--- config.mk ---
export PLATFORM = sky130hd
export DESIGN_NAME = acia_register_interface
export DESIGN_NICKNAME = d
export VERILOG_FILES = /design/src/hdl/acia_pkg.sv /design/src/hdl/acia_core.sv /design/src/hdl/acia_obuf.sv /design/src/hdl/acia_register_interface.sv
export SDC_FILE = /design/constraint.sdc
export NUM_CORES = 1
export LEC_CHECK = 0
export ABC_CLOCK_PERIOD_IN_PS = 3800
export BUFFER_PORTS_ARGS = -buffer_cell sky130_fd_sc_hd__buf_4
export CAP_MARGIN = 25
export CORE_ASPECT_RATIO = 0.7
export CORE_MARGIN = 2
export CORE_UTILIZATION = 55
export DETAILED_ROUTE_END_ITERATION = 10
export PLACE_DENSITY_LB_ADDON = 0.2
export RECOVER_POWER = 50
export SYNTH_ARGS = -nofsm -noshare
export SYNTH_HDL_FRONTEND = slang
export SYNTH_SLANG_ARGS = --single-unit
--- constraint.sdc ---
create_clock -name clk_i -period 3.8 [get_ports clk_i]
set_clock_uncertainty 0.1 [all_clocks]
set_input_delay 0.76 -clock clk_i [delete_from_list [all_inputs] [get_ports clk_i]]
set_output_delay 0.76 -clock clk_i [all_outputs]
set_load 0.05 [all_outputs]
--- src/hdl/acia_pkg.sv ---
// ----------------------------------------------------------------------------
// acia_pkg
// shared types and constants of the acia host register interface
// ----------------------------------------------------------------------------
package acia_pkg;

  typedef enum logic [1:0] {
    OP_BUS_WRITE = 2'd0,
    OP_BUS_READ  = 2'd1,
    OP_RX_CHAR   = 2'd2,
    OP_POLL      = 2'd3
  } op_e;

  typedef enum logic [1:0] {
    ADDR_CTRL_STAT = 2'd0,
    ADDR_DATA      = 2'd1,
    ADDR_DIV_LO    = 2'd2,
    ADDR_DIV_HI    = 2'd3
  } addr_e;

  localparam logic [15:0] DivisorDefault = 16'd95;

  localparam logic [7:0] CtrlRxIrqMask = 8'h80;
  localparam logic [7:0] CtrlTxMask    = 8'h60;
  localparam logic [7:0] CtrlResetMask = 8'h03;
  localparam logic [1:0] CtrlTxRts     = 2'b10;
  localparam logic [1:0] CtrlTxIrq     = 2'b01;
  localparam logic [7:0] StatTxClr     = 8'b0111_1101;
  localparam logic [7:0] StatRdClr     = 8'b0111_1110;
  localparam logic [7:0] StatPollKeep  = 8'b1110_0001;
  localparam logic [7:0] StatRxKeep    = 8'b0000_1110;

  // one result item
  typedef struct packed {
    logic [7:0]  read_data;
    logic        irq_n;
    logic        rts_out;
    logic        tx_valid;
    logic [7:0]  tx_byte;
    logic        send_break;
    logic        uart_enable;
    logic        fast_divider;
    logic [1:0]  frame_format;
    logic [15:0] baud_divisor;
    logic        rx_pop;
    logic        overrun_clear;
  } rslt_t;

endpackage

--- src/hdl/acia_core.sv ---
// ----------------------------------------------------------------------------
// acia_core
// register file and single-pass update logic for one item
// ----------------------------------------------------------------------------
module acia_core (
  input  logic                  clk_i,
  input  logic                  rst_ni,
  input  logic                  accept_i,
  input  logic [1:0]            operation_i,
  input  logic [1:0]            address_i,
  input  logic [7:0]            write_data_i,
  input  logic [7:0]            rx_byte_i,
  input  logic                  framing_error_i,
  input  logic                  overrun_error_i,
  input  logic                  parity_error_i,
  input  logic                  carrier_detect_n_i,
  input  logic                  clear_to_send_n_i,
  input  logic                  transmitter_idle_i,
  input  logic                  rx_more_available_i,
  output acia_pkg::rslt_t       result_o
);
  import acia_pkg::*;

  logic [7:0]  control_q, control_d;
  logic [7:0]  status_q, status_d;
  logic [7:0]  rx_data_q, rx_data_d;
  logic [15:0] div_shadow_q, div_shadow_d;
  logic [15:0] div_active_q, div_active_d;
  logic [7:0]  prev_status_q, prev_status_d;
  logic        enabled_q, enabled_d;

  logic [7:0]  rd;
  logic        txv, brk, pop, oclr;
  logic [7:0]  txb;
  logic [7:0]  poll_s;
  logic        rx_arm, tx_arm;
  op_e         op;
  addr_e       addr;

  assign op   = op_e'(operation_i);
  assign addr = addr_e'(address_i);

  // poll tick status, armed by the previous tick's status
  always_comb begin
    rx_arm = control_q[7] && !prev_status_q[2];
    tx_arm = (control_q[6:5] == CtrlTxIrq) && !prev_status_q[1];
    poll_s = status_q & StatPollKeep;
    if (!clear_to_send_n_i) begin
      poll_s[1] = transmitter_idle_i;
    end
    poll_s[2] = carrier_detect_n_i;
    poll_s[3] = clear_to_send_n_i;
    poll_s[4] = framing_error_i;
    if ((rx_arm && poll_s[2]) || (tx_arm && poll_s[1])) begin
      poll_s[7] = 1'b1;
    end
  end

  always_comb begin
    control_d     = control_q;
    status_d      = status_q;
    rx_data_d     = rx_data_q;
    div_shadow_d  = div_shadow_q;
    div_active_d  = div_active_q;
    prev_status_d = prev_status_q;
    enabled_d     = enabled_q;
    rd   = 8'd0;
    txv  = 1'b0;
    txb  = 8'd0;
    brk  = 1'b0;
    pop  = 1'b0;
    oclr = 1'b0;
    case (op)
      OP_BUS_WRITE: begin
        case (addr)
          ADDR_CTRL_STAT: begin
            control_d = write_data_i;
            if ((write_data_i & CtrlResetMask) == CtrlResetMask) begin
              div_active_d = div_shadow_q;
              enabled_d    = 1'b1;
            end else if ((write_data_i & CtrlTxMask) == CtrlTxMask && enabled_q) begin
              brk = 1'b1;
              txv = 1'b1;
            end
          end
          ADDR_DATA: begin
            txv      = 1'b1;
            txb      = write_data_i;
            status_d = status_q & StatTxClr;
          end
          ADDR_DIV_LO: div_shadow_d = {div_shadow_q[15:8], write_data_i};
          default:     div_shadow_d = {write_data_i, div_shadow_q[7:0]};
        endcase
      end
      OP_BUS_READ: begin
        case (addr)
          ADDR_CTRL_STAT: rd = status_q;
          ADDR_DATA: begin
            rd = rx_data_q;
            if (rx_more_available_i) begin
              rx_data_d = rx_byte_i;
              pop       = 1'b1;
            end
            status_d = (status_q & StatRdClr) | {7'd0, rx_more_available_i};
            oclr     = 1'b1;
          end
          ADDR_DIV_LO: rd = div_shadow_q[7:0];
          default:     rd = div_shadow_q[15:8];
        endcase
      end
      OP_RX_CHAR: begin
        if (!status_q[0]) begin
          rx_data_d = rx_byte_i;
          pop       = 1'b1;
        end
        status_d = (status_q & StatRxKeep) | (control_q & CtrlRxIrqMask) |
                   {1'b0, parity_error_i, overrun_error_i, framing_error_i, 4'b0001};
      end
      default: begin
        status_d      = poll_s;
        prev_status_d = poll_s;
      end
    endcase
  end

  // outputs that follow registers show the value after this item
  always_comb begin
    result_o.read_data     = rd;
    result_o.irq_n         = !status_d[7];
    result_o.rts_out       = (control_d[6:5] == CtrlTxRts);
    result_o.tx_valid      = txv;
    result_o.tx_byte       = txb;
    result_o.send_break    = brk;
    result_o.uart_enable   = enabled_d;
    result_o.fast_divider  = (control_d[1:0] == 2'b00);
    result_o.frame_format  = control_d[3:2];
    result_o.baud_divisor  = div_active_d;
    result_o.rx_pop        = pop;
    result_o.overrun_clear = oclr;
  end

  always_ff @(posedge clk_i or negedge rst_ni) begin
    if (!rst_ni) begin
      control_q     <= 8'd0;
      status_q      <= 8'd0;
      rx_data_q     <= 8'd0;
      div_shadow_q  <= DivisorDefault;
      div_active_q  <= DivisorDefault;
      prev_status_q <= 8'd0;
      enabled_q     <= 1'b0;
    end else if (accept_i) begin
      control_q     <= control_d;
      status_q      <= status_d;
      rx_data_q     <= rx_data_d;
      div_shadow_q  <= div_shadow_d;
      div_active_q  <= div_active_d;
      prev_status_q <= prev_status_d;
      enabled_q     <= enabled_d;
    end
  end

`ifndef SYNTH
  // the enable flag never drops once set
  a_enable_sticky: assert property (@(posedge clk_i) disable iff (!rst_ni)
    $past(enabled_q) |-> enabled_q)
    else $error("uart enable dropped");

  // a break always carries a zero transmit byte
  a_break_zero: assert property (@(posedge clk_i) disable iff (!rst_ni)
    result_o.send_break |-> (result_o.tx_valid && result_o.tx_byte == 8'd0))
    else $error("break with nonzero byte");

  // state only moves on an accepted item
  a_hold_idle: assert property (@(posedge clk_i) disable iff (!rst_ni)
    !$past(accept_i) |-> ($stable(status_q) && $stable(control_q)))
    else $error("state changed without an item");
`endif

endmodule

--- src/hdl/acia_obuf.sv ---
// ----------------------------------------------------------------------------
// acia_obuf
// two-entry result buffer: output register plus skid register
// ----------------------------------------------------------------------------
module acia_obuf (
  input  logic             clk_i,
  input  logic             rst_ni,
  input  logic             push_i,
  input  acia_pkg::rslt_t  data_i,
  output logic             ready_o,
  output logic             valid_o,
  input  logic             ready_i,
  output acia_pkg::rslt_t  data_o
);
  import acia_pkg::*;

  logic  main_vld_q, skid_vld_q;
  rslt_t main_q, skid_q;
  logic  pop;

  assign pop     = main_vld_q && ready_i;
  assign ready_o = !skid_vld_q;
  assign valid_o = main_vld_q;
  assign data_o  = main_q;

  always_ff @(posedge clk_i or negedge rst_ni) begin
    if (!rst_ni) begin
      main_vld_q <= 1'b0;
      skid_vld_q <= 1'b0;
    end else begin
      if (skid_vld_q) begin
        if (pop) begin
          main_vld_q <= 1'b1;
          skid_vld_q <= 1'b0;
        end
      end else if (push_i) begin
        if (!main_vld_q || pop) begin
          main_vld_q <= 1'b1;
        end else begin
          skid_vld_q <= 1'b1;
        end
      end else if (pop) begin
        main_vld_q <= 1'b0;
      end
    end
  end

  always_ff @(posedge clk_i) begin
    if (skid_vld_q) begin
      if (pop) begin
        main_q <= skid_q;
      end
    end else if (push_i) begin
      if (!main_vld_q || pop) begin
        main_q <= data_i;
      end else begin
        skid_q <= data_i;
      end
    end
  end

`ifndef SYNTH
  // skid entry only holds data behind a full output register
  a_skid_behind_main: assert property (@(posedge clk_i) disable iff (!rst_ni)
    skid_vld_q |-> main_vld_q)
    else $error("skid full with empty output register");

  // a stalled skid entry moves forward on the next pop
  a_skid_forward: assert property (@(posedge clk_i) disable iff (!rst_ni)
    (skid_vld_q && pop) |=> (main_vld_q && !skid_vld_q))
    else $error("skid entry not forwarded");

  // a push into a full, stalled output register lands in the skid
  a_push_to_skid: assert property (@(posedge clk_i) disable iff (!rst_ni)
    (push_i && main_vld_q && !ready_i) |=> skid_vld_q)
    else $error("item lost on stall");
`endif

endmodule

--- src/hdl/acia_register_interface.sv ---
// ----------------------------------------------------------------------------
// acia_register_interface
// host register file of a 6850-style acia with a 16-bit baud divisor
// ----------------------------------------------------------------------------
//
//   channel | direction | handshake               | payload
//   --------+-----------+-------------------------+-------------------------------
//   in      | input     | in_valid_i / in_ready_o | bus access, rx character, poll
//   out     | output    | out_valid_o/out_ready_i | read data, pins, strobes
//
// one item per cycle while in_ready_o is high: each item is decoded and the
// register file updated in the cycle it is accepted, and its result is
// registered into the output stage
// reset clears control, status and data registers; the divisor comes up at 95
// a two-entry output buffer lets a new item in while a result waits; input
// ready drops only when both entries hold results
//
module acia_register_interface (
  input  logic        clk_i,
  input  logic        rst_ni,
  // input channel
  input  logic        in_valid_i,
  output logic        in_ready_o,
  input  logic [1:0]  operation_i,
  input  logic [1:0]  address_i,
  input  logic [7:0]  write_data_i,
  input  logic [7:0]  rx_byte_i,
  input  logic        framing_error_i,
  input  logic        overrun_error_i,
  input  logic        parity_error_i,
  input  logic        carrier_detect_n_i,
  input  logic        clear_to_send_n_i,
  input  logic        transmitter_idle_i,
  input  logic        rx_more_available_i,
  // output channel
  output logic        out_valid_o,
  input  logic        out_ready_i,
  output logic [7:0]  read_data_o,
  output logic        irq_n_o,
  output logic        rts_out_o,
  output logic        tx_valid_o,
  output logic [7:0]  tx_byte_o,
  output logic        send_break_o,
  output logic        uart_enable_o,
  output logic        fast_divider_o,
  output logic [1:0]  frame_format_o,
  output logic [15:0] baud_divisor_o,
  output logic        rx_pop_o,
  output logic        overrun_clear_o
);
  import acia_pkg::*;

  logic  accept;
  rslt_t core_rslt;
  rslt_t out_rslt;

  // an item is taken when it is offered and the result buffer has room
  assign accept = in_valid_i && in_ready_o;

  // register file and per-item update
  acia_core u_core (
    .clk_i               (clk_i),
    .rst_ni              (rst_ni),
    .accept_i            (accept),
    .operation_i         (operation_i),
    .address_i           (address_i),
    .write_data_i        (write_data_i),
    .rx_byte_i           (rx_byte_i),
    .framing_error_i     (framing_error_i),
    .overrun_error_i     (overrun_error_i),
    .parity_error_i      (parity_error_i),
    .carrier_detect_n_i  (carrier_detect_n_i),
    .clear_to_send_n_i   (clear_to_send_n_i),
    .transmitter_idle_i  (transmitter_idle_i),
    .rx_more_available_i (rx_more_available_i),
    .result_o            (core_rslt)
  );

  // result register with skid entry
  acia_obuf u_obuf (
    .clk_i   (clk_i),
    .rst_ni  (rst_ni),
    .push_i  (accept),
    .data_i  (core_rslt),
    .ready_o (in_ready_o),
    .valid_o (out_valid_o),
    .ready_i (out_ready_i),
    .data_o  (out_rslt)
  );

  // unpack the result item onto its ports
  assign read_data_o     = out_rslt.read_data;
  assign irq_n_o         = out_rslt.irq_n;
  assign rts_out_o       = out_rslt.rts_out;
  assign tx_valid_o      = out_rslt.tx_valid;
  assign tx_byte_o       = out_rslt.tx_byte;
  assign send_break_o    = out_rslt.send_break;
  assign uart_enable_o   = out_rslt.uart_enable;
  assign fast_divider_o  = out_rslt.fast_divider;
  assign frame_format_o  = out_rslt.frame_format;
  assign baud_divisor_o  = out_rslt.baud_divisor;
  assign rx_pop_o        = out_rslt.rx_pop;
  assign overrun_clear_o = out_rslt.overrun_clear;

endmodule
==> metrics.log <==
INFO  metric synth.yosys.warnings = 0
INFO  metric io_pins = 75
INFO  metric grt_first_pass_wirelength = 20300 microns
INFO  metric remaining_drc_errors = 0
INFO  metric p_per_cell_area = a little over 800 nW/um^2
INFO  metric htreeDepth = 4
INFO  metric share_of_cells_above_drive_strength_1 = around two fifths
INFO  metric timing.fmax = 318 MHz
INFO  metric routed_length_per_instance = between 20 and 25 microns
INFO  metric detailed_place_hpwl = 8450 microns
INFO  metric reg2reg_slack = ~0.65 ns
INFO  metric syn-instance-count = between 300 and 400
INFO  metric critPathMaxStageDelay = ~1.7 ns
INFO  metric worstSetupPathType = reg2reg
INFO  metric fin_tns_setup = 0 ns
INFO  metric timing.rr.start = u_obuf.skid_vld_q
INFO  metric fp.dieW = between 100 and 150 microns
INFO  metric vdd_drop_max = 0.436 mV
INFO  metric finalWorstPathRequiredPeriod = between 3 and 4 ns
INFO  metric synth_fp_nets = 420
INFO  metric synth_seq_area_share = 64.6%
INFO  metric syn_area_per_cell = approximately 16 sq um
INFO  metric share_seq_of_total_power = around two fifths
INFO  metric report.final.hold_viol_count = 0
INFO  metric worst-endpoint-required = ~3.9 ns
INFO  metric finalWorstSetupSlack = around 0.65 ns
INFO  metric crit_path_start_kind = flip-flop
INFO  metric hold_path.startpoint = u_core.prev_status_q[2]
INFO  metric failed_checks = max-capacitance violations, max-slew violations
INFO  metric first_iter_violations = between 200 and 300
INFO  metric worstHoldPathCells = 1
INFO  metric quantity_of_i_o_buffers_inserted_on_ports = 74
INFO  metric gr_overflow_total = 0
INFO  metric synth-async-reset-ratio = 41.7%
INFO  metric route.detailed.vias_per_inst = around 5.6
INFO  metric slew-limit-headroom = -58.4%
INFO  metric regToRegEndpoint = u_obuf.data_o[26]
INFO  metric worst_pin_slew = about 2.4 ns
INFO  metric syn2layout_area_growth = 18.6%
INFO  metric power.switching = around 2.1 mW
INFO  metric post_cts.resized_instances = 0
INFO  metric setup_viol_count_final = 0
INFO  metric wirelength = roughly 13000 microns
INFO  metric synth-edff-count = 84
INFO  metric netlist_top_cells_count = sky130_fd_sc_hd__mux2_2, sky130_fd_sc_hd__edfxtp_1, sky130_fd_sc_hd__dfrtp_1
INFO  metric hold_class = reg2reg
INFO  metric synthDominantCellAreaShare = 40.4%
INFO  metric cp-end-kind = flip-flop
INFO  metric cell_leakage_power = between 3 and 4 nW
INFO  metric cp_slowest_cell = sky130_fd_sc_hd__clkbuf_1
INFO  metric cts_made_buffers = 17
INFO  metric p_clk_share = 29.0%
INFO  metric cts_hold_repair_buffers = 0
INFO  metric post-route-period-util = 82.8%
INFO  metric cts_num_sinks = approximately 140
INFO  metric vertical_die_dimension = ~93 microns
INFO  metric crit_arrival = 3.19 ns
INFO  metric start_util = a little under three fifths
INFO  metric grt_antenna_before_repair = 0
INFO  metric r2r.worst_path.cells = 3
INFO  metric final_net_count = between 500 and 600
INFO  metric grt_pass1_vias = ~3.7k
INFO  metric dr.pass1.iters = 5
INFO  metric rows = 32
INFO  metric post_synth_instance_area = about 6200 sq um
INFO  metric timing.hold.worst_endpoint = u_core.prev_status_q[2]
INFO  metric critPathMaxFanout = 41
INFO  metric switching_share = between 30% and 40%
INFO  metric count_of_nets_left_with_antenna_violations_after_detail_routing = 0
INFO  metric post-cts-setup-buffers = 0
INFO  metric timing.critical_path.cells = clkinv_1, clkbuf_1, mux2_2
INFO  metric cts_root_buf = sky130_fd_sc_hd__clkbuf_16
INFO  metric gp_routability_congestion = around 0.90
INFO  metric comb_power_share = a little under 30%
INFO  metric place_worst_setup_slack = between 0.5 and 0.6 ns
INFO  metric power_report.internal_total = a little over 4 mW
INFO  metric synth.most_common_cell = sky130_fd_sc_hd__mux2_2
INFO  metric post-synth-top-area-cell = sky130_fd_sc_hd__edfxtp_1
INFO  metric synth_ff_type = sky130_fd_sc_hd__edfxtp_1
INFO  metric synth.area.top_cells = sky130_fd_sc_hd__edfxtp_1, sky130_fd_sc_hd__dfrtp_1, sky130_fd_sc_hd__mux2_2, sky130_fd_sc_hd__dfstp_2, sky130_fd_sc_hd__mux4_2
INFO  metric outcome = complete, but fails checks
INFO  metric yosys_register_bits = about 140
INFO  metric clkTransAtPathRegs = roughly 0.060 ns
INFO  metric synth.distinct_cells = 38
INFO  metric grt_start_max_net_pins = between 60 and 70
INFO  metric max-cap-violations = 3
INFO  metric vias_post_dr = about 3.6k
INFO  metric dieArea = between 10000 and 15000 sq um
INFO  metric grt_use_total = ~22%
INFO  metric cts_buffer_depth = 2
INFO  metric report.final.slew_viol_count = between 100 and 150
INFO  metric cts_tree = built
INFO  metric rsz0062_at_grt = false
INFO  metric insertedDiodeCount = 0
INFO  metric coreArea = around 11000 sq um
INFO  metric clk-insertion-delay-late = roughly 0.40 ns
-- how the worst max path moves through the flow --
stage | start | end | slack [ns]
after floorplan | in_valid_i | u_obuf.data_o[0] | 0.11
after global placement | operation_i[1] | u_core.div_active_q[9] | 0.62
after detailed placement | operation_i[1] | u_core.div_active_q[13] | 0.50
after CTS | operation_i[1] | u_core.div_active_q[13] | 0.92
after global routing | u_obuf.skid_vld_q | u_obuf.data_o[24] | 0.46
final | u_obuf.skid_vld_q | u_obuf.data_o[26] | 0.65
-- layout make-up --
cell class | instances | area (sq um)
clock buffers | 23 | 488
clock inverters | 9 | 153
fillers | 812 | 3640
inverters | 9 | 33.8
multi-input cells | 214 | 2050
flip-flops and latches | 144 | 4040
well taps | 153 | 191
repair buffers | 81 | 458
-- sequential cells by signal (all words and copies together) (netlist names) --
register              count
u_core.enabled_q          1
u_core.control_q          7
u_obuf.valid_o            1
u_core.div_shadow_q      16
u_core.prev_status_q      2
u_obuf.skid_q            42
u_core.rx_data_q          8
u_core.status_q           8
u_obuf.skid_vld_q         1
u_obuf.data_o            42
u_core.div_active_q      16
-- logic make-up after synthesis --
logic type | share of synthesized area [%]
adder cells (fa/ha/maj) | 1.00
AND/OR/NAND/NOR | 5.81
AO/OA/AOI/OAI | 3.52
buffers and inverters | 2.34
flip-flops | 64.6
multiplexers | 22.7
-- worst max-delay path: cells and delay by family (launching register included) --
family,cells,cell delay (ns)
flip-flops,1,0.50
multiplexers,1,0.48
buffers and inverters,2,1.79
-- through the flow --
| stage | cells | utilization, % | cell area (sq um) | total power, mW | hold slack (ns) |
|---|---|---|---|---|---|
| after global routing | 633 | 67.1 | 7410 | 6.41 | 0.415 |
| after CTS | 632 | 68.7 | 7590 | 6.35 | 0.357 |
| final | 633 | 67.1 | 7410 | 6.14 | 0.400 |
| after global placement | 600 | 62.9 | 6950 | 4.49 | 0.384 |
| after detailed placement | 600 | 62.9 | 6950 | 4.55 | 0.388 |
| after floorplan | 384 | - | 6250 | 3.94 | 0.342 |
-- power groups by stage --
stage          clock (mW)  sequential [mW]  combinational (mW)
2_1_floorplan           0             3.16               0.784
3_3_place_gp            0             2.54                1.95
3_5_place_dp            0             2.56                1.99
4_1_cts              1.81             2.54                2.00
5_1_grt              1.88             2.59                1.94
6_report             1.78             2.53                1.83
-- cell usage in the layout (no fill, tap or decap), types with 2 or more instances in the layout --
cell and count:
sky130_fd_sc_hd__ha_1 5, sky130_fd_sc_hd__mux2_4 9, sky130_fd_sc_hd__edfxtp_1 84, sky130_fd_sc_hd__clkinv_1 2
sky130_fd_sc_hd__clkbuf_1 48, sky130_fd_sc_hd__buf_4 32, sky130_fd_sc_hd__o21ai_0 10, sky130_fd_sc_hd__a32o_1 5
sky130_fd_sc_hd__nand3_1 4, sky130_fd_sc_hd__nand2_1 13, sky130_fd_sc_hd__clkinvlp_4 2, sky130_fd_sc_hd__inv_1 8
sky130_fd_sc_hd__and3_1 12, sky130_fd_sc_hd__nand2b_1 6, sky130_fd_sc_hd__mux4_2 8, sky130_fd_sc_hd__dfrtp_1 48
sky130_fd_sc_hd__a21oi_1 8, sky130_fd_sc_hd__a211o_1 2, sky130_fd_sc_hd__or2_2 2, sky130_fd_sc_hd__clkbuf_16 17
sky130_fd_sc_hd__and2_0 8, sky130_fd_sc_hd__buf_12 2, sky130_fd_sc_hd__dfstp_2 12, sky130_fd_sc_hd__bufinv_16 4
sky130_fd_sc_hd__mux2_2 98, sky130_fd_sc_hd__nor2_1 7, sky130_fd_sc_hd__clkbuf_8 4, sky130_fd_sc_hd__nor2b_1 5
-- metal layers --
metal / track usage (%) / up-vias / wire [microns]
met5: 0 / - / 0
met3: 6.45 / 11 / 912
met4: 6.52 / 0 / 99
li1: - / 1620 / -
met1: 31.6 / 1827 / 5920
met2: 33.4 / 117 / 5840
Note: power is estimated with default switching activity, not from simulation.
